$ cat src/design/tqs_pkg.sv
`default_nettype none
package tqs_pkg;

  localparam int unsigned SampleWidth = 10;
  localparam int unsigned ShiftWidth  = 3;
  localparam int unsigned CfgIdxWidth = 3;
  localparam int unsigned CfgDataWidth = 10;

  typedef logic [SampleWidth-1:0] sample_t;
  typedef logic [ShiftWidth-1:0]  shift_t;

  typedef enum logic [CfgIdxWidth-1:0] {
    CFG_WIN_MIN_X   = 3'd0,
    CFG_WIN_MAX_X   = 3'd1,
    CFG_WIN_MIN_Y   = 3'd2,
    CFG_WIN_MAX_Y   = 3'd3,
    CFG_REL_LEVEL   = 3'd4,
    CFG_SMOOTH_SHFT = 3'd5
  } cfg_idx_e;

  localparam sample_t WinMinReset   = 10'd26;
  localparam sample_t WinMaxReset   = 10'd998;
  localparam sample_t RelLevelReset = 10'h3fc;
  localparam shift_t  ShiftReset    = 3'd2;

  typedef struct packed {
    sample_t win_min_x;
    sample_t win_max_x;
    sample_t win_min_y;
    sample_t win_max_y;
    sample_t rel_level;
    shift_t  smooth_shift;
  } tqs_cfg_t;

  typedef struct packed {
    sample_t x;
    sample_t y;
    sample_t z;
  } tqs_sample_t;

  typedef struct packed {
    logic    touch_down;
    logic    position_valid;
    sample_t x_position;
    sample_t y_position;
  } tqs_result_t;

  function automatic sample_t smooth_step(sample_t f, sample_t s, shift_t sh);
    logic [SampleWidth:0] sum;
    sum = {1'b0, f} + {1'b0, s >> sh} - {1'b0, f >> sh};
    return sum[SampleWidth-1:0];
  endfunction

endpackage
`default_nettype wire

$ cat src/design/tqs_cfg_regs.sv
`default_nettype none
module tqs_cfg_regs import tqs_pkg::*; (
  input  wire logic                    clk_i,
  input  wire logic                    rst_ni,
  input  wire logic                    cfg_we_i,
  input  wire logic [CfgIdxWidth-1:0]  cfg_index_i,
  input  wire logic [CfgDataWidth-1:0] cfg_wdata_i,
  output tqs_cfg_t                     cfg_o
);

  tqs_cfg_t cfg_q;

  always_ff @(posedge clk_i or negedge rst_ni) begin
    if (!rst_ni) begin
      cfg_q.win_min_x    <= WinMinReset;
      cfg_q.win_max_x    <= WinMaxReset;
      cfg_q.win_min_y    <= WinMinReset;
      cfg_q.win_max_y    <= WinMaxReset;
      cfg_q.rel_level    <= RelLevelReset;
      cfg_q.smooth_shift <= ShiftReset;
    end else if (cfg_we_i) begin
      case (cfg_idx_e'(cfg_index_i))
        CFG_WIN_MIN_X:   cfg_q.win_min_x    <= cfg_wdata_i[SampleWidth-1:0];
        CFG_WIN_MAX_X:   cfg_q.win_max_x    <= cfg_wdata_i[SampleWidth-1:0];
        CFG_WIN_MIN_Y:   cfg_q.win_min_y    <= cfg_wdata_i[SampleWidth-1:0];
        CFG_WIN_MAX_Y:   cfg_q.win_max_y    <= cfg_wdata_i[SampleWidth-1:0];
        CFG_REL_LEVEL:   cfg_q.rel_level    <= cfg_wdata_i[SampleWidth-1:0];
        CFG_SMOOTH_SHFT: cfg_q.smooth_shift <= cfg_wdata_i[ShiftWidth-1:0];
        default: ;
      endcase
    end
  end

  assign cfg_o = cfg_q;

endmodule
`default_nettype wire

$ cat src/design/tqs_track.sv
`default_nettype none
module tqs_track import tqs_pkg::*; (
  input  wire logic        clk_i,
  input  wire logic        rst_ni,
  input  wire tqs_cfg_t    cfg_i,
  input  wire logic        advance_i,
  input  wire tqs_sample_t sample_i,
  output tqs_result_t      result_o
);

  logic    was_touching_q, was_touching_d;
  logic    have_pos_q, have_pos_d;
  sample_t filt_x_q, filt_x_d;
  sample_t filt_y_q, filt_y_d;
  logic    in_window;
  logic    touching;

  always_comb begin
    in_window = (sample_i.x >= cfg_i.win_min_x) && (sample_i.x <= cfg_i.win_max_x) &&
                (sample_i.y >= cfg_i.win_min_y) && (sample_i.y <= cfg_i.win_max_y);
    touching  = in_window && (sample_i.z < cfg_i.rel_level);

    was_touching_d = was_touching_q;
    have_pos_d     = have_pos_q;
    filt_x_d       = filt_x_q;
    filt_y_d       = filt_y_q;
    result_o       = '0;

    if (touching) begin
      if (was_touching_q) begin
        if (!have_pos_q) begin
          filt_x_d   = sample_i.x;
          filt_y_d   = sample_i.y;
          have_pos_d = 1'b1;
        end else begin
          filt_x_d = smooth_step(filt_x_q, sample_i.x, cfg_i.smooth_shift);
          filt_y_d = smooth_step(filt_y_q, sample_i.y, cfg_i.smooth_shift);
        end
        result_o.touch_down     = 1'b1;
        result_o.position_valid = 1'b1;
        result_o.x_position     = filt_x_d;
        result_o.y_position     = filt_y_d;
      end
      was_touching_d = 1'b1;
    end else begin
      was_touching_d = 1'b0;
      have_pos_d     = 1'b0;
      filt_x_d       = '0;
      filt_y_d       = '0;
    end
  end

  // advance tracking state only when the item moves into the result register
  always_ff @(posedge clk_i or negedge rst_ni) begin
    if (!rst_ni) begin
      was_touching_q <= 1'b0;
      have_pos_q     <= 1'b0;
      filt_x_q       <= '0;
      filt_y_q       <= '0;
    end else if (advance_i) begin
      was_touching_q <= was_touching_d;
      have_pos_q     <= have_pos_d;
      filt_x_q       <= filt_x_d;
      filt_y_q       <= filt_y_d;
    end
  end

endmodule
`default_nettype wire

$ cat src/design/touch_qualify_and_smooth_core.sv
`default_nettype none
// Touch sample qualifier and position smoother.
// Input channel: in_valid_i / in_stall_o carries one polled sample (sample_ok_i,
// x_sample_i, y_sample_i, z_sample_i). A transfer with sample_ok_i low is dropped
// and produces no result.
// Output channel: out_valid_o / out_stall_i carries one result per good sample
// (touch_down_o, position_valid_o, x_position_o, y_position_o).
// out_valid_o rises and the result can transfer after the sample has passed the
// input register, then window/pressure compare and shift-add smoothing into the
// result register.
// Throughput is one sample per cycle while the receiver does not stall, set by
// the combinational tracking update between the two registers.
// When the receiver stalls, the result register holds; the input register can
// hold one more sample, and in_stall_o is high while it is full until taken.
// Configuration: cfg_we_i writes cfg_wdata_i into register cfg_index_i;
// unknown indexes are ignored. Write only while the block is empty.
// Reset clears both pipeline stages and the tracking state and loads the
// register defaults (window 26..998, release level 1020, shift 2).
module touch_qualify_and_smooth_core import tqs_pkg::*; (
  input  wire logic                    clk_i,
  input  wire logic                    rst_ni,
  input  wire logic                    cfg_we_i,
  input  wire logic [CfgIdxWidth-1:0]  cfg_index_i,
  input  wire logic [CfgDataWidth-1:0] cfg_wdata_i,
  input  wire logic                    in_valid_i,
  output logic                         in_stall_o,
  input  wire logic                    sample_ok_i,
  input  wire logic [SampleWidth-1:0]  x_sample_i,
  input  wire logic [SampleWidth-1:0]  y_sample_i,
  input  wire logic [SampleWidth-1:0]  z_sample_i,
  output logic                         out_valid_o,
  input  wire logic                    out_stall_i,
  output logic                         touch_down_o,
  output logic                         position_valid_o,
  output logic [SampleWidth-1:0]       x_position_o,
  output logic [SampleWidth-1:0]       y_position_o
);

  tqs_cfg_t    cfg;
  tqs_sample_t smp_q;
  logic        smp_vld_q;
  tqs_result_t res_d, res_q;
  logic        res_vld_q;
  logic        res_free;
  logic        advance;
  logic        in_take;

  tqs_cfg_regs u_cfg (
    .clk_i       (clk_i),
    .rst_ni      (rst_ni),
    .cfg_we_i    (cfg_we_i),
    .cfg_index_i (cfg_index_i),
    .cfg_wdata_i (cfg_wdata_i),
    .cfg_o       (cfg)
  );

  assign res_free   = !res_vld_q || !out_stall_i;
  assign advance    = smp_vld_q && res_free;
  assign in_stall_o = smp_vld_q && !res_free;
  assign in_take    = in_valid_i && !in_stall_o;

  always_ff @(posedge clk_i or negedge rst_ni) begin
    if (!rst_ni) begin
      smp_vld_q <= 1'b0;
    end else if (in_take) begin
      smp_vld_q <= sample_ok_i;
    end else if (advance) begin
      smp_vld_q <= 1'b0;
    end
  end

  always_ff @(posedge clk_i) begin
    if (in_take && sample_ok_i) begin
      smp_q.x <= x_sample_i;
      smp_q.y <= y_sample_i;
      smp_q.z <= z_sample_i;
    end
  end

  tqs_track u_track (
    .clk_i     (clk_i),
    .rst_ni    (rst_ni),
    .cfg_i     (cfg),
    .advance_i (advance),
    .sample_i  (smp_q),
    .result_o  (res_d)
  );

  always_ff @(posedge clk_i or negedge rst_ni) begin
    if (!rst_ni) begin
      res_vld_q <= 1'b0;
    end else if (res_free) begin
      res_vld_q <= smp_vld_q;
    end
  end

  always_ff @(posedge clk_i) begin
    if (advance) begin
      res_q <= res_d;
    end
  end

  assign out_valid_o      = res_vld_q;
  assign touch_down_o     = res_q.touch_down;
  assign position_valid_o = res_q.position_valid;
  assign x_position_o     = res_q.x_position;
  assign y_position_o     = res_q.y_position;

endmodule
`default_nettype wire
$ cat config.mk
export PLATFORM = sky130hd
export DESIGN_NAME = touch_qualify_and_smooth_core
export DESIGN_NICKNAME = d
export VERILOG_FILES = /design/src/design/tqs_pkg.sv /design/src/design/tqs_cfg_regs.sv /design/src/design/tqs_track.sv /design/src/design/touch_qualify_and_smooth_core.sv
export SDC_FILE = /design/constraint.sdc
export NUM_CORES = 1
export LEC_CHECK = 0
export BUFFER_PORTS_ARGS = -buffer_cell sky130_fd_sc_hd__buf_2
export CAP_MARGIN = 10
export CORE_ASPECT_RATIO = 0.6
export CORE_MARGIN = 5
export CORE_UTILIZATION = 23
export DETAILED_ROUTE_END_ITERATION = 12
export PLACE_DENSITY = 0.39
export SETUP_SLACK_MARGIN = 0.4
export SYNTH_ARGS = -nofsm -noshare
export SYNTH_HDL_FRONTEND = slang
export SYNTH_SLANG_ARGS = --single-unit
export TNS_END_PERCENT = 10
$ cat constraint.sdc
create_clock -name clk_i -period 9.1 [get_ports clk_i]
set_input_delay 0.455 -clock clk_i [delete_from_list [all_inputs] [get_ports clk_i]]
set_output_delay 0.455 -clock clk_i [all_outputs]
set_load 0.01 [all_outputs]
==> results of run 1 <==
==> worst max-delay path, cell delays in order (launching register included) <==
cell       delay [ps]
dfstp_2          1050
clkinv_1          770
nor2_1            400
nand2_1            80
o21ai_0           110
o21bai_1          120
fa_1              540
inv_1              50
ha_1              340
nand3_1            90
o2111ai_1         260
a21oi_1           160
o21ai_0           450
xor2_1            140
or3_1             330
nand3_1           110
nor2_1             50
==> cells in the final DEF, fill, tap and decap left out, types with 6 or more instances in the layout <==
| cell | synthesis | layout |
|---|---|---|
| edfxtp_1 | 51 | 51 |
| mux2i_1 | 47 | 47 |
| o2bb2ai_2 | 10 | 10 |
| a21o_1 | 13 | 13 |
| nand2_1 | 78 | 78 |
| nor2_1 | 57 | 56 |
| nand2b_1 | 6 | 6 |
| clkbuf_16 | 0 | 18 |
| fa_1 | 18 | 18 |
| buf_4 | 1 | 10 |
| o2bb2ai_1 | 8 | 8 |
| inv_1 | 114 | 114 |
| a21oi_1 | 42 | 42 |
| mux2_2 | 25 | 25 |
| xor2_1 | 9 | 9 |
| dfstp_2 | 29 | 29 |
| xnor2_1 | 11 | 11 |
| dfrtp_1 | 48 | 47 |
| buf_2 | 4 | 71 |
| nand3_1 | 10 | 10 |
| ha_1 | 69 | 69 |
| o21ai_0 | 74 | 73 |
| a211oi_1 | 7 | 7 |
==> logic make-up (layout without fill, tap and decap cells) <==
logic type / Yosys count / count (layout)
AND/OR/NAND/NOR: 186 / 186
AO/OA/AOI/OAI: 183 / 183
buffers and inverters: 150 / 229
flip-flops: 128 / 128
adder cells (fa/ha/maj): 87 / 87
multiplexers: 74 / 74
XOR/XNOR: 20 / 20
==> worst paths after layout <==
| check | start | end | slack, ps |
|---|---|---|---|
| worst max-delay path | u_cfg.cfg_o[1]$_DFFE_PN1P_ | x_position_o[9]$_SDFFCE_PN0P_ | 3790 |
| worst min-delay path | x_sample_i[2] | smp_q[22]$_DFFE_PP_ | 190 |
| worst max register to register | u_cfg.cfg_o[1]$_DFFE_PN1P_ | x_position_o[9]$_SDFFCE_PN0P_ | 3790 |
| worst min register to register | smp_vld_q$_DFFE_PN0P_ | out_valid_o$_DFFE_PN0P_ | 500 |
| max in group asynchronous | rst_ni | u_cfg.cfg_o[0]$_DFFE_PN0P_ | 7470 |
| min in group asynchronous | rst_ni | u_cfg.cfg_o[17]$_DFFE_PN0P_ | 500 |
==> synthesized netlist by cell type, types with 5 or more instances <==
master and n:
nor2_1 57, xor2_1 9, nand2_1 78, nand2b_1 6
fa_1 18, clkbuf_1 26, a211oi_1 7, o21bai_1 5
nor3_1 7, mux2i_1 47, edfxtp_1 51, o2bb2ai_1 8
ha_1 69, o21ai_0 74, o2bb2ai_2 10, inv_1 114
dfrtp_1 48, mux2_2 25, a21oi_1 42, xnor2_1 11
nor2b_1 5, o22a_1 5, a21o_1 13, nand3_1 10
dfstp_2 29
==> what timing repair did <==
item,4_1_cts,5_1_grt
setup endpoints to repair,0,0
endpoints found under the hold margin,18,0
hold buffers,1,0
gates resized for setup,0,0
==> routing by layer <==
layer | routed length (um) | up-vias | track usage (%)
li1 | - | 2985 | -
met2 | 8950 | 83 | 16.1
met5 | 0 | - | 0
met3 | 891 | 15 | 2.63
met4 | 202 | 0 | 3.28
met1 | 13100 | 2804 | 19.2
==> sequential cells by signal, indices dropped and copies added, names as in the netlist <==
name and cells:
y_position_o 10, x_position_o 10, u_track.filt_x_q 10, u_track.have_pos_q 1, out_valid_o 1, touch_down_o 1, smp_q 30, u_track.was_touching_q 1
u_track.filt_y_q 10, u_cfg.cfg_o 53, smp_vld_q 1
==> per-stage QoR <==
step | hold slack [ps] | std cells | power, W | setup slack (ps) | area (sq um)
finish | 192 | 1374 | 0.00225 | 3790 | 9780
global route | 165 | 1374 | 0.00243 | 3220 | 9780
CTS | 154 | 1374 | 0.00229 | 3770 | 9780
detailed placement | 416 | 1341 | 0.00156 | 3800 | 9170
global placement | 409 | 1341 | 0.00156 | 3840 | 9170
floorplan | 159 | 828 | 0.00135 | 4950 | 8290
==> area by class of cell <==
cell class,instances,area (sq um),area share [%]
clock inverter,12,131,1.34
multi-input combinational,550,4230,43.2
sequential,128,3500,35.8
tap,467,584,5.98
clock buffer,20,468,4.79
inverter,115,432,4.41
timing repair buffer,82,440,4.50
==> power by group through the flow <==
stage | logic [W] | registers, W | clock network [W]
5_1_grt | 0.000923 | 0.000754 | 0.000757
3_5_place_dp | 0.000800 | 0.000755 | 0
6_report | 0.000803 | 0.000743 | 0.000706
4_1_cts | 0.000811 | 0.000745 | 0.000736
2_1_floorplan | 0.000631 | 0.000717 | 0
3_3_place_gp | 0.000808 | 0.000755 | 0
==> summary.txt, run 1 <==
Timing
  • RSZ-0062 raised after global routing: no
  • Setup Skew: 12.2 ps
  • Tmin final: 5310 ps
  • Final-report hold violation count: 0
  • Fin. max-slew vios: 0
  • Setup TNS Final: 0 ps
  • Max Clk Rate: 0.188 GHz
  • Tcrit/Tclk final: 58.3%
  • Worst-margin pin slew: 1140 ps
  • Setup-failing EPs final: 0
  • Relative slew slack: 23.8%

Clocking
  • Inserted Clock Buffers: 17
  • Post CTS Setup Buffer Count: 0
  • CTS clk-pin slew, worst paths: 60 ps
  • Max clock buf depth: 2
  • Worst-Skew Late Latency: 440 ps
  • Clock Root Buffer: clkbuf_16
  • CTS tree: done
  • Clock sinks: 128
  • Total number of H-tree levels: 4

Worst hold path
  • Worst hold path depth: 1
  • Worst min-delay path category: input pin to flip-flop

Setup path
  • CP Max Fanout: 49
  • Data required time at the worst endpoint: 9280 ps
  • Critical path class: flip-flop to flip-flop
  • Worst r2r path cells: 16
  • CP Data Arrival Time: 5490 ps
  • Endpoint class of the critical path: flip-flop
  • Type of origin of the critical path: flip-flop

Routing
  • Vias: 5,887
  • First-pass detailed-route iteration total: 7
  • Final wirelength: 23,100 um
  • # DRC: 0
  • Post-route ant nets: 0
  • WL/cell: 16.8 um
  • Vias per cell: 4.28
  • Initial DRC count: 319

Die
  • Core area: 35,300 sq um
  • Die Width: 255 um
  • Die Footprint: 40,000 sq um
  • Rows: 53
  • Starting density of the core: 23.5%
  • IO Count: 73
  • Die Y: 157 um

Final layout
  • Layout cells sized above 1: 20.7%
  • Final Util: 27.7%
  • Area delta synth->final: 18.0%
  • Fillers: 3,763
  • Nets: 1,030
  • N_diodes: 0

Synthesis
  • Post-synthesis cell count: 828
  • Syn nets: 964
  • Leading area contributor after synthesis: edfxtp_1
  • Post-synthesis xor/xnor area fraction: 2.11%
  • Yosys cell types: 53
  • Top_reg_cell synth: edfxtp_1
  • Yosys reg bits: 128
  • Synth Area in Simple Gates: 9.91%
  • Top cells by area, synth: edfxtp_1 (18%), dfrtp_1 (14%), ha_1 (10%)
  • Adder-Cell Fraction of Synth Area: 14.8%
  • Asr flop ratio synth: 60.2%
  • Netlist Area Pre-Place: 8290 sq um
  • Seq/Total Area, Yosys: 42.2%
  • Top-area cell type share of the netlist area: 18.5%
  • Post-synthesis compound-gate area fraction: 14.2%
  • Largest family of logic cells by synthesized area: adder cells
  • Yosys warning count: 0
  • Post-synth EDFFs: 51
  • Post-synthesis mux area share: 9.62%
  • Synth Area per Inst: 10.0 sq um

Power and ir drop
  • Worst vdd ir: 0.164 mV
  • Part of the power in registers: 33.0%
  • PD cells: 230 nW/um^2
  • Sw frac: 35.1%
  • Leak: 4.20 nW
  • Internal: 0.00146 W
  • Proportion of power drawn by combinational gates: 35.6%
  • Switch Pwr: 0.000790 W
  • Clock power frac: 31.4%

Placement
  • PortBufs: 72
  • GPL Wtd Cong: 0.824
  • Post-DP HPWL: 17,300 um

GRT
  • Global-route wire length before repair: 36,500 um
  • Largest net degree at the start of global routing: 57
  • Tot GR Track Use: 12.0%
  • Initial antenna violation count: 0
  • Grt total ovfl: 0
  • Vias in the first global route: 6,000

Outcome
  • Outcome: completed

Job
  • Maxcap violations: 0
Note: power is estimated with default switching activity, not from simulation.
==> run 2: changes to the inputs <==
--- a/config.mk
+++ b/config.mk
@@ -5,6 +5,7 @@
 export SDC_FILE = /design/constraint.sdc
 export NUM_CORES = 1
 export LEC_CHECK = 0
+export ABC_AREA = 1
 export BUFFER_PORTS_ARGS = -buffer_cell sky130_fd_sc_hd__buf_2
 export CAP_MARGIN = 10
 export CORE_ASPECT_RATIO = 0.6
==> constraint.sdc (replaced) <==
create_clock -name clk_i -period 5.1 [get_ports clk_i]
set_input_delay 0.255 -clock clk_i [delete_from_list [all_inputs] [get_ports clk_i]]
set_output_delay 0.255 -clock clk_i [all_outputs]
set_load 0.01 [all_outputs]
==> summary.txt, run 2 <==
Timing
  • Final-report hold violation count: 0 (unchanged)
  • Setup-failing EPs final: 0 (unchanged)
  • Max Clk Rate: 0.247 GHz (+31%)
  • Tcrit/Tclk final: 79.3% (+21 points)
  • Worst-margin pin slew: 1160 ps (+28.4 ps)
  • Relative slew slack: 22.4% (-1.5 points)
  • Tmin final: 4050 ps (-1260 ps)
  • Setup Skew: 10.8 ps (-1.45 ps)
  • Worst hold slack: 63.8 ps (-128 ps)
  • RSZ-0062 raised after global routing: no
  • Fin. max-slew vios: 0 (unchanged)
  • Setup TNS Final: 0 ps (unchanged)

Power and ir drop
  • Leak: 5.12 nW (+22%)
  • Sw frac: 40.0% (+4.9 points)
  • Total power: 0.00467 W (+110%)
  • Part of the power in registers: 28.9% (-4.1 points)
  • PD cells: 436 nW/um^2 (+89%)
  • Proportion of power drawn by combinational gates: 41.0% (+5.4 points)
  • Worst vdd ir: 0.256 mV (+56%)
  • Switch Pwr: 0.00187 W (+140%)
  • Clock power frac: 30.1% (-1.3 points)
  • Internal: 0.00280 W (+91%)

Job
  • Maxcap violations: 0 (unchanged)

Worst hold path
  • Worst min-delay path category: input pin to flip-flop
  • HP Start: in_valid_i
  • Hold EP: smp_vld_q$_DFFE_PN0P_
  • Worst hold path depth: 3 (+2)

Clocking
  • Clock Root Buffer: clkbuf_16
  • Clock sinks: 128 (unchanged)
  • CTS clk-pin slew, worst paths: 60 ps (about the same)
  • Inserted Clock Buffers: 17 (unchanged)
  • Post CTS Setup Buffer Count: 0 (unchanged)
  • CTS tree: done
  • Worst-Skew Late Latency: 440 ps (about the same)
  • Max clock buf depth: 2 (unchanged)
  • Total number of H-tree levels: 4 (unchanged)

GRT
  • Global-route wire length before repair: 42,800 um (+17%)
  • Grt total ovfl: 0 (unchanged)
  • Initial antenna violation count: 1 (+1)
  • Largest net degree at the start of global routing: 55 (-3.5%)
  • Tot GR Track Use: 12.9% (+0.81 points)
  • Vias in the first global route: 7,334 (+22%)

Die
  • Core area: 37,900 sq um (+7.5%)
  • Starting density of the core: 23.4% (-0.057 points)
  • Rows: 55 (+3.8%)
  • Die Footprint: 42,800 sq um (+6.8%)
  • IO Count: 73 (unchanged)
  • Die Y: 162 um (+3.3%)
  • Die Width: 264 um (+3.4%)

Setup path
  • Bufs and invs on worst path: 4 (+2)
  • Reg-to-Reg End: u_track.filt_y_q[5]$_DFFE_PN0P_
  • Slowest CP cell: dfrtp_2
  • CP Max Fanout: 52 (+6.1%)
  • Cell breakdown of the critical path: buf_4, nand2_1, o21ai_0, inv_1, o21ai_0, o22ai_1, fa_1, inv_1, ha_1, nand2_1, nand2_1, nand2_1, nand2_1, inv_1, nand2_1, nor2_1, nand3b_1, o21ai_0, nand4_1, nand2_1
  • Top delay family on crit path: adder cells
  • Data required time at the worst endpoint: 5480 ps (-3800 ps)
  • Setup slack, reg-to-reg: 1050 ps (-2740 ps)
  • Worst path most repeated cell: nand2_1
  • Worst r2r path cells: 20 (+4)
  • Critical path class: flip-flop to flip-flop
  • CP Data Arrival Time: 4420 ps (-1070 ps)
  • Slowest stage delay, CP: 840 ps (-210 ps)
  • Type of origin of the critical path: flip-flop
  • Endpoint class of the critical path: flip-flop
  • Reg2reg start: u_cfg.cfg_o[0]$_DFFE_PN0P_

Synthesis
  • Top-area cell type share of the netlist area: 17.2% (-1.2 points)
  • Top post-synthesis cells by count: nand2_1 (299), inv_1 (195), o21ai_0 (141)
  • Syn nets: 1,286 (+33%)
  • Leading area contributor after synthesis: edfxtp_1
  • Netlist Area Pre-Place: 8880 sq um (+7.2%)
  • Seq/Total Area, Yosys: 39.3% (-2.8 points)
  • Post-synthesis cell count: 1,150 (+39%)
  • Yosys cell types: 39 (-26%)
  • Synth Area per Inst: 7.72 sq um (-23%)
  • Top_reg_cell synth: edfxtp_1
  • Top cells by area, synth: edfxtp_1 (17%), dfrtp_1 (14%), nand2_1 (13%)
  • Post-synth EDFFs: 51 (unchanged)
  • Yosys reg bits: 128 (unchanged)
  • Yosys warning count: 0 (unchanged)
  • Most common cell in the synthesized netlist: nand2_1
  • Asr flop ratio synth: 60.2% (unchanged)

Routing
  • First-pass detailed-route iteration total: 8 (+1)
  • WL met3: 1050 um (+18%)
  • Post-route ant nets: 0 (unchanged)
  • Max Used Layer: met4
  • Initial DRC count: 617 (+93%)
  • DR WL met2: 10,500 um (+17%)
  • Final wirelength: 26,700 um (+15%)
  • # DRC: 0 (unchanged)
  • Wl on met1: 15,000 um (+15%)
  • Vias: 7,576 (+29%)
  • Vias per cell: 4.32 (+0.75%)
  • WL/cell: 15.2 um (-9.6%)

Final layout
  • Nets: 1,365 (+33%)
  • Most common cell after layout, fill and taps aside: nand2_1
  • Area delta synth->final: 20.4%
  • Layout cells sized above 1: 14.2% (-6.6 points)
  • Max reg flops: 53 (unchanged)
  • N_diodes: 0 (unchanged)
  • Most frequent cells in the layout: nand2_1 (299), inv_1 (195), o21ai_0 (141)
  • Fillers: 4,113 (+9.3%)

Placement
  • GPL Wtd Cong: 0.848 (+3.0%)
  • PortBufs: 72 (unchanged)
  • Post-DP HPWL: 20,200 um (+17%)

Outcome
  • Outcome: completed
run 2: kinds of logic (layout without fill, tap and decap cells):
kind of cell | after synthesis | after routing | synth area share [%]
AND/OR/NAND/NOR | 485 | 485 | 23.4
buffers and inverters | 249 | 341 | 11.1
AO/OA/AOI/OAI | 195 | 195 | 11.7
flip-flops | 128 | 128 | 39.3
adder cells (fa/ha/maj) | 87 | 87 | 13.8
XOR/XNOR | 3 | 3 | 0.296
multiplexers | 3 | 3 | 0.338
run 2: per-stage QoR:
stage | worst slack (ps) | utilization (%) | area, sq um | std cells
floorplan | 1750 | - | 8880 | 1150
global placement | 1110 | 25.6 | 9710 | 1692
detailed placement | 1090 | 25.6 | 9710 | 1692
CTS | 1060 | 28.2 | 10700 | 1755
global route | 674 | 28.2 | 10700 | 1755
finish | 1050 | 28.2 | 10700 | 1755
run 2: what timing repair did:
item / CTS / global route
hold buffers: 31 / 0
setup endpoints to repair: 0 / 0
hold endpoints to repair: 53 / 0
resized for setup: 0 / 0
run 2: area by class of cell:
class | count | area, sq um | area share (%)
Clock inverter | 13 | 196 | 1.84
Tap cell | 513 | 642 | 6.00
Multi-Input combinational cell | 773 | 4410 | 41.2
Timing Repair Buffer | 110 | 726 | 6.79
Inverter | 199 | 747 | 6.99
Clock buffer | 19 | 475 | 4.45
Sequential cell | 128 | 3500 | 32.7
run 2: power by group through the flow:
| stage | registers (W) | logic (W) | clock network, W |
|---|---|---|---|
| floorplan | 0.00129 | 0.00144 | 0 |
| global placement | 0.00137 | 0.00189 | 0 |
| detailed placement | 0.00137 | 0.00188 | 0 |
| CTS | 0.00135 | 0.00191 | 0.00145 |
| global route | 0.00137 | 0.00222 | 0.00150 |
| finish | 0.00135 | 0.00191 | 0.00141 |
run 2: how the worst max path moves through the flow:
stage	startpoint	to	slack, ps	depth (start not counted)
3_5_place_dp	u_cfg.cfg_o[0]$_DFFE_PN0P_	u_track.filt_y_q[5]$_DFFE_PN0P_	1090	20
2_1_floorplan	u_cfg.cfg_o[1]$_DFFE_PN1P_	y_position_o[3]$_SDFFCE_PN0P_	1750	15
4_1_cts	u_cfg.cfg_o[0]$_DFFE_PN0P_	u_track.filt_y_q[5]$_DFFE_PN0P_	1060	20
3_3_place_gp	u_cfg.cfg_o[0]$_DFFE_PN0P_	u_track.filt_y_q[5]$_DFFE_PN0P_	1110	20
5_1_grt	u_cfg.cfg_o[0]$_DFFE_PN0P_	y_position_o[5]$_SDFFCE_PN0P_	670	20
6_report	u_cfg.cfg_o[0]$_DFFE_PN0P_	u_track.filt_y_q[5]$_DFFE_PN0P_	1050	20
run 2: worst register-to-register path, stage by stage (launching register included):
cell and delay (ps):
dfrtp_2 840, buf_4 380, nand2_1 70, o21ai_0 80, inv_1 70, o21ai_0 290, o22ai_1 160, fa_1 580
inv_1 50, ha_1 370, nand2_1 90, nand2_1 70, nand2_1 50, nand2_1 70, inv_1 40, nand2_1 60
nor2_1 40, nand3b_1 160, o21ai_0 190, nand4_1 200, nand2_1 130
run 2: metal layers:
metal	GRT usage [%]	vias to the layer above
met5	0	-
met2	17.7	120
met3	2.76	12
li1	-	3874
met4	2.79	0
met1	20.3	3570
==> run 3: changes to the inputs <==
--- a/config.mk
+++ b/config.mk
@@ -5,14 +5,14 @@
 export SDC_FILE = /design/constraint.sdc
 export NUM_CORES = 1
 export LEC_CHECK = 0
-export ABC_AREA = 1
+export ABC_AREA = 0
 export BUFFER_PORTS_ARGS = -buffer_cell sky130_fd_sc_hd__buf_2
 export CAP_MARGIN = 10
 export CORE_ASPECT_RATIO = 0.6
 export CORE_MARGIN = 5
 export CORE_UTILIZATION = 23
 export DETAILED_ROUTE_END_ITERATION = 12
-export PLACE_DENSITY = 0.39
+export PLACE_DENSITY = 0.4
 export SETUP_SLACK_MARGIN = 0.4
 export SYNTH_ARGS = -nofsm -noshare
 export SYNTH_HDL_FRONTEND = slang
==> constraint.sdc (replaced) <==
create_clock -name clk_i -period 3.51 [get_ports clk_i]
set_input_delay 0.1755 -clock clk_i [delete_from_list [all_inputs] [get_ports clk_i]]
set_output_delay 0.1755 -clock clk_i [all_outputs]
set_load 0.01 [all_outputs]
==> summary.txt, run 3 (synthesis results as in run 1) <==
Outcome
  • Outcome: complete, but fails checks
  • Failing checks: setup timing

Power and ir drop
  • Total power: 0.00644 W (+38%)
  • PD cells: 585 nW/um^2 (+34%)
  • Worst vdd ir: 0.395 mV (+55%)
  • Leak: 4.82 nW (-5.9%)

Routing
  • Final wirelength: 25,200 um (-5.7%)
  • Vias per cell: 4.27 (-1.1%)
  • DR WL met2: 9620 um (-8.0%)
  • WL met3: 804 um (-23%)
  • Vias: 6,397 (-16%)
  • Max Used Layer: met4
  • Wl on met1: 14,600 um (-3.0%)
  • Initial DRC count: 277 (-55%)
  • Post-route ant nets: 0 (unchanged)
  • First-pass detailed-route iteration total: 4 (-4)
  • # DRC: 0 (unchanged)
  • WL/cell: 16.8 um (+10%)

Die
  • Rows: 53 (-3.6%)
  • Die Footprint: 40,000 sq um (-6.4%)
  • Die Width: 255 um (-3.3%)
  • Die Y: 157 um (-3.2%)
  • Starting density of the core: 23.5% (+0.057 points)
  • IO Count: 73 (unchanged)
  • Core area: 35,300 sq um (-7.0%)

Final layout
  • Area delta synth->final: 32.8%
  • Max reg flops: 53 (unchanged)
  • Most frequent cells in the layout: inv_1 (111), buf_4 (93), nand2_1 (78)
  • Nets: 1,155 (-15%)
  • Cell Count, Final, Fillers Out: 1,499 (-15%)
  • Most common cell after layout, fill and taps aside: inv_1
  • Final Util: 31.2% (+3.0 points)
  • N_diodes: 0 (unchanged)
  • Final Cell Area: 11,000 sq um (+2.9%)
  • Layout cells sized above 1: 29.9% (+16 points)

Timing
  • Fin. max-slew vios: 0 (unchanged)
  • Max Clk Rate: 0.276 GHz (+12%)
  • Tmin final: 3620 ps (-423 ps)
  • Worst-margin pin slew: 1150 ps (-16.6 ps)
  • Setup WS post-layout: -112 ps (-1170 ps)
  • Relative slew slack: 23.1% (+0.69 points)
  • Setup Skew: 11.6 ps (+0.819 ps)
  • Final-report hold violation count: 0 (unchanged)
  • Setup-failing EPs final: 8 (+8)
  • Tcrit/Tclk final: 103% (+24 points)
  • RSZ-0062 raised after global routing: yes

Placement
  • PortBufs: 72 (unchanged)
  • Post-DP HPWL: 19,700 um (-2.2%)
  • # placed instances: 1,430 (-15%)
  • GPL Wtd Cong: 0.852 (+0.53%)
  • DP Area: 9950 sq um (+2.5%)

Setup path
  • Type of origin of the critical path: flip-flop
  • Endpoint class of the critical path: flip-flop
  • Critical path class: flip-flop to flip-flop
  • CP Max Fanout: 9 (-83%)
  • Data required time at the worst endpoint: 3690 ps (-1790 ps)
  • CP Data Arrival Time: 3800 ps (-620 ps)

Clocking
  • Max clock buf depth: 2 (unchanged)
  • Total number of H-tree levels: 4 (unchanged)
  • CTS tree: done
  • Clock Root Buffer: clkbuf_16
  • Clock sinks: 128 (unchanged)
  • Inserted Clock Buffers: 17 (unchanged)
  • CTS clk-pin slew, worst paths: 60 ps (about the same)
  • Worst-Skew Late Latency: 440 ps (about the same)

GRT
  • Initial antenna violation count: 0 (-1)
  • Largest net degree at the start of global routing: 34 (-38%)
  • Vias in the first global route: 6,491 (-11%)
  • Global-route wire length before repair: 39,900 um (-6.6%)
  • Grt total ovfl: 0 (unchanged)
  • Tot GR Track Use: 13.2% (+0.30 points)

Worst hold path
  • Worst min-delay path category: input pin to flip-flop

Job
  • Maxcap violations: 0 (unchanged)
run 3: changes by cell type in the layout (fill, tap and decap cells not counted), sizes merged, moves of 9 or more:
cell / change
nand2: -222
buf: +93
inv: -86
o21ai: -68
nand3: -60
mux2i: +44
mux2: +25
nand4: -23
o2bb2ai: +18
nor2: -15
a21oi: +14
a21o: +10
xnor2: +9
run 3: power breakdown:
| part | internal (W) | switching, W | total, W |
|---|---|---|---|
| Combinational | 0.00134 | 0.00145 | 0.00278 |
| Sequential | 0.00178 | 0.0000761 | 0.00185 |
| Clock | 0.00107 | 0.000730 | 0.00180 |
run 3: per-stage QoR:
| step | worst slack, ps | setup TNS (ps) | hold slack, ps |
|---|---|---|---|
| 6_report | -112 | -647 | 26.1 |
| 4_1_cts | -134 | -724 | 6.58 |
| 3_3_place_gp | -441 | -3980 | 171 |
| 5_1_grt | -317 | -3830 | 26.6 |
| 3_5_place_dp | -384 | -2690 | 182 |
| 2_1_floorplan | 56.2 | 0 | -120 |
run 3: metal layers:
metal,track usage [%],vias up
li1,-,3239
met1,21.2,3044
met2,17.7,93
met3,3.06,21
met4,2.44,0
met5,0,-
run 3: area by class of cell:
type / count / area [sq um]
clock inverters: 8 / 65.1
well taps: 467 / 584
multi-input cells: 550 / 4360
clock buffers: 24 / 534
fillers: 3742 / 24300
flip-flops and latches: 128 / 3500
inverters: 115 / 433
repair buffers: 207 / 1530
run 3: timing repair:
action	in CTS	in global routing
pin swaps	2	5
buffers inserted	2	0
setup endpoints to repair	36	41
hold buffers	35	0
hold endpoints to repair	50	0
gates resized for setup	15	18
gates cloned	0	0
run 3: final timing paths:
kind                                                  start                         endpoint  slack, ps  depth (start not counted)
max in group asynchronous                            rst_ni      u_cfg.cfg_o[27]$_DFFE_PN1P_       2440                          3
worst max register to register   u_cfg.cfg_o[0]$_DFFE_PN0P_    x_position_o[9]$_SDFFCE_PN0P_       -110                         15
worst max-delay path             u_cfg.cfg_o[0]$_DFFE_PN0P_    x_position_o[9]$_SDFFCE_PN0P_       -110                         15
worst min register to register  u_cfg.cfg_o[47]$_DFFE_PN1P_      u_cfg.cfg_o[47]$_DFFE_PN1P_        510                          2
worst min-delay path                         cfg_wdata_i[6]       u_cfg.cfg_o[9]$_DFFE_PN1P_         30                          3
min in group asynchronous                            rst_ni  u_track.filt_x_q[4]$_DFFE_PN0P_        220                          2
run 3: critical path: stages (launching register included):
cell and delay [ps]:
dfrtp_2 430, buf_6 180, mux2_2 360, o21ai_2 210, o22a_1 200, fa_1 410, inv_1 110, ha_1 280
nand3_1 100, o2111ai_2 170, a21oi_2 210, o21ai_2 100, xor2_1 150, or3_1 320, nand3_2 90, nor2_1 40
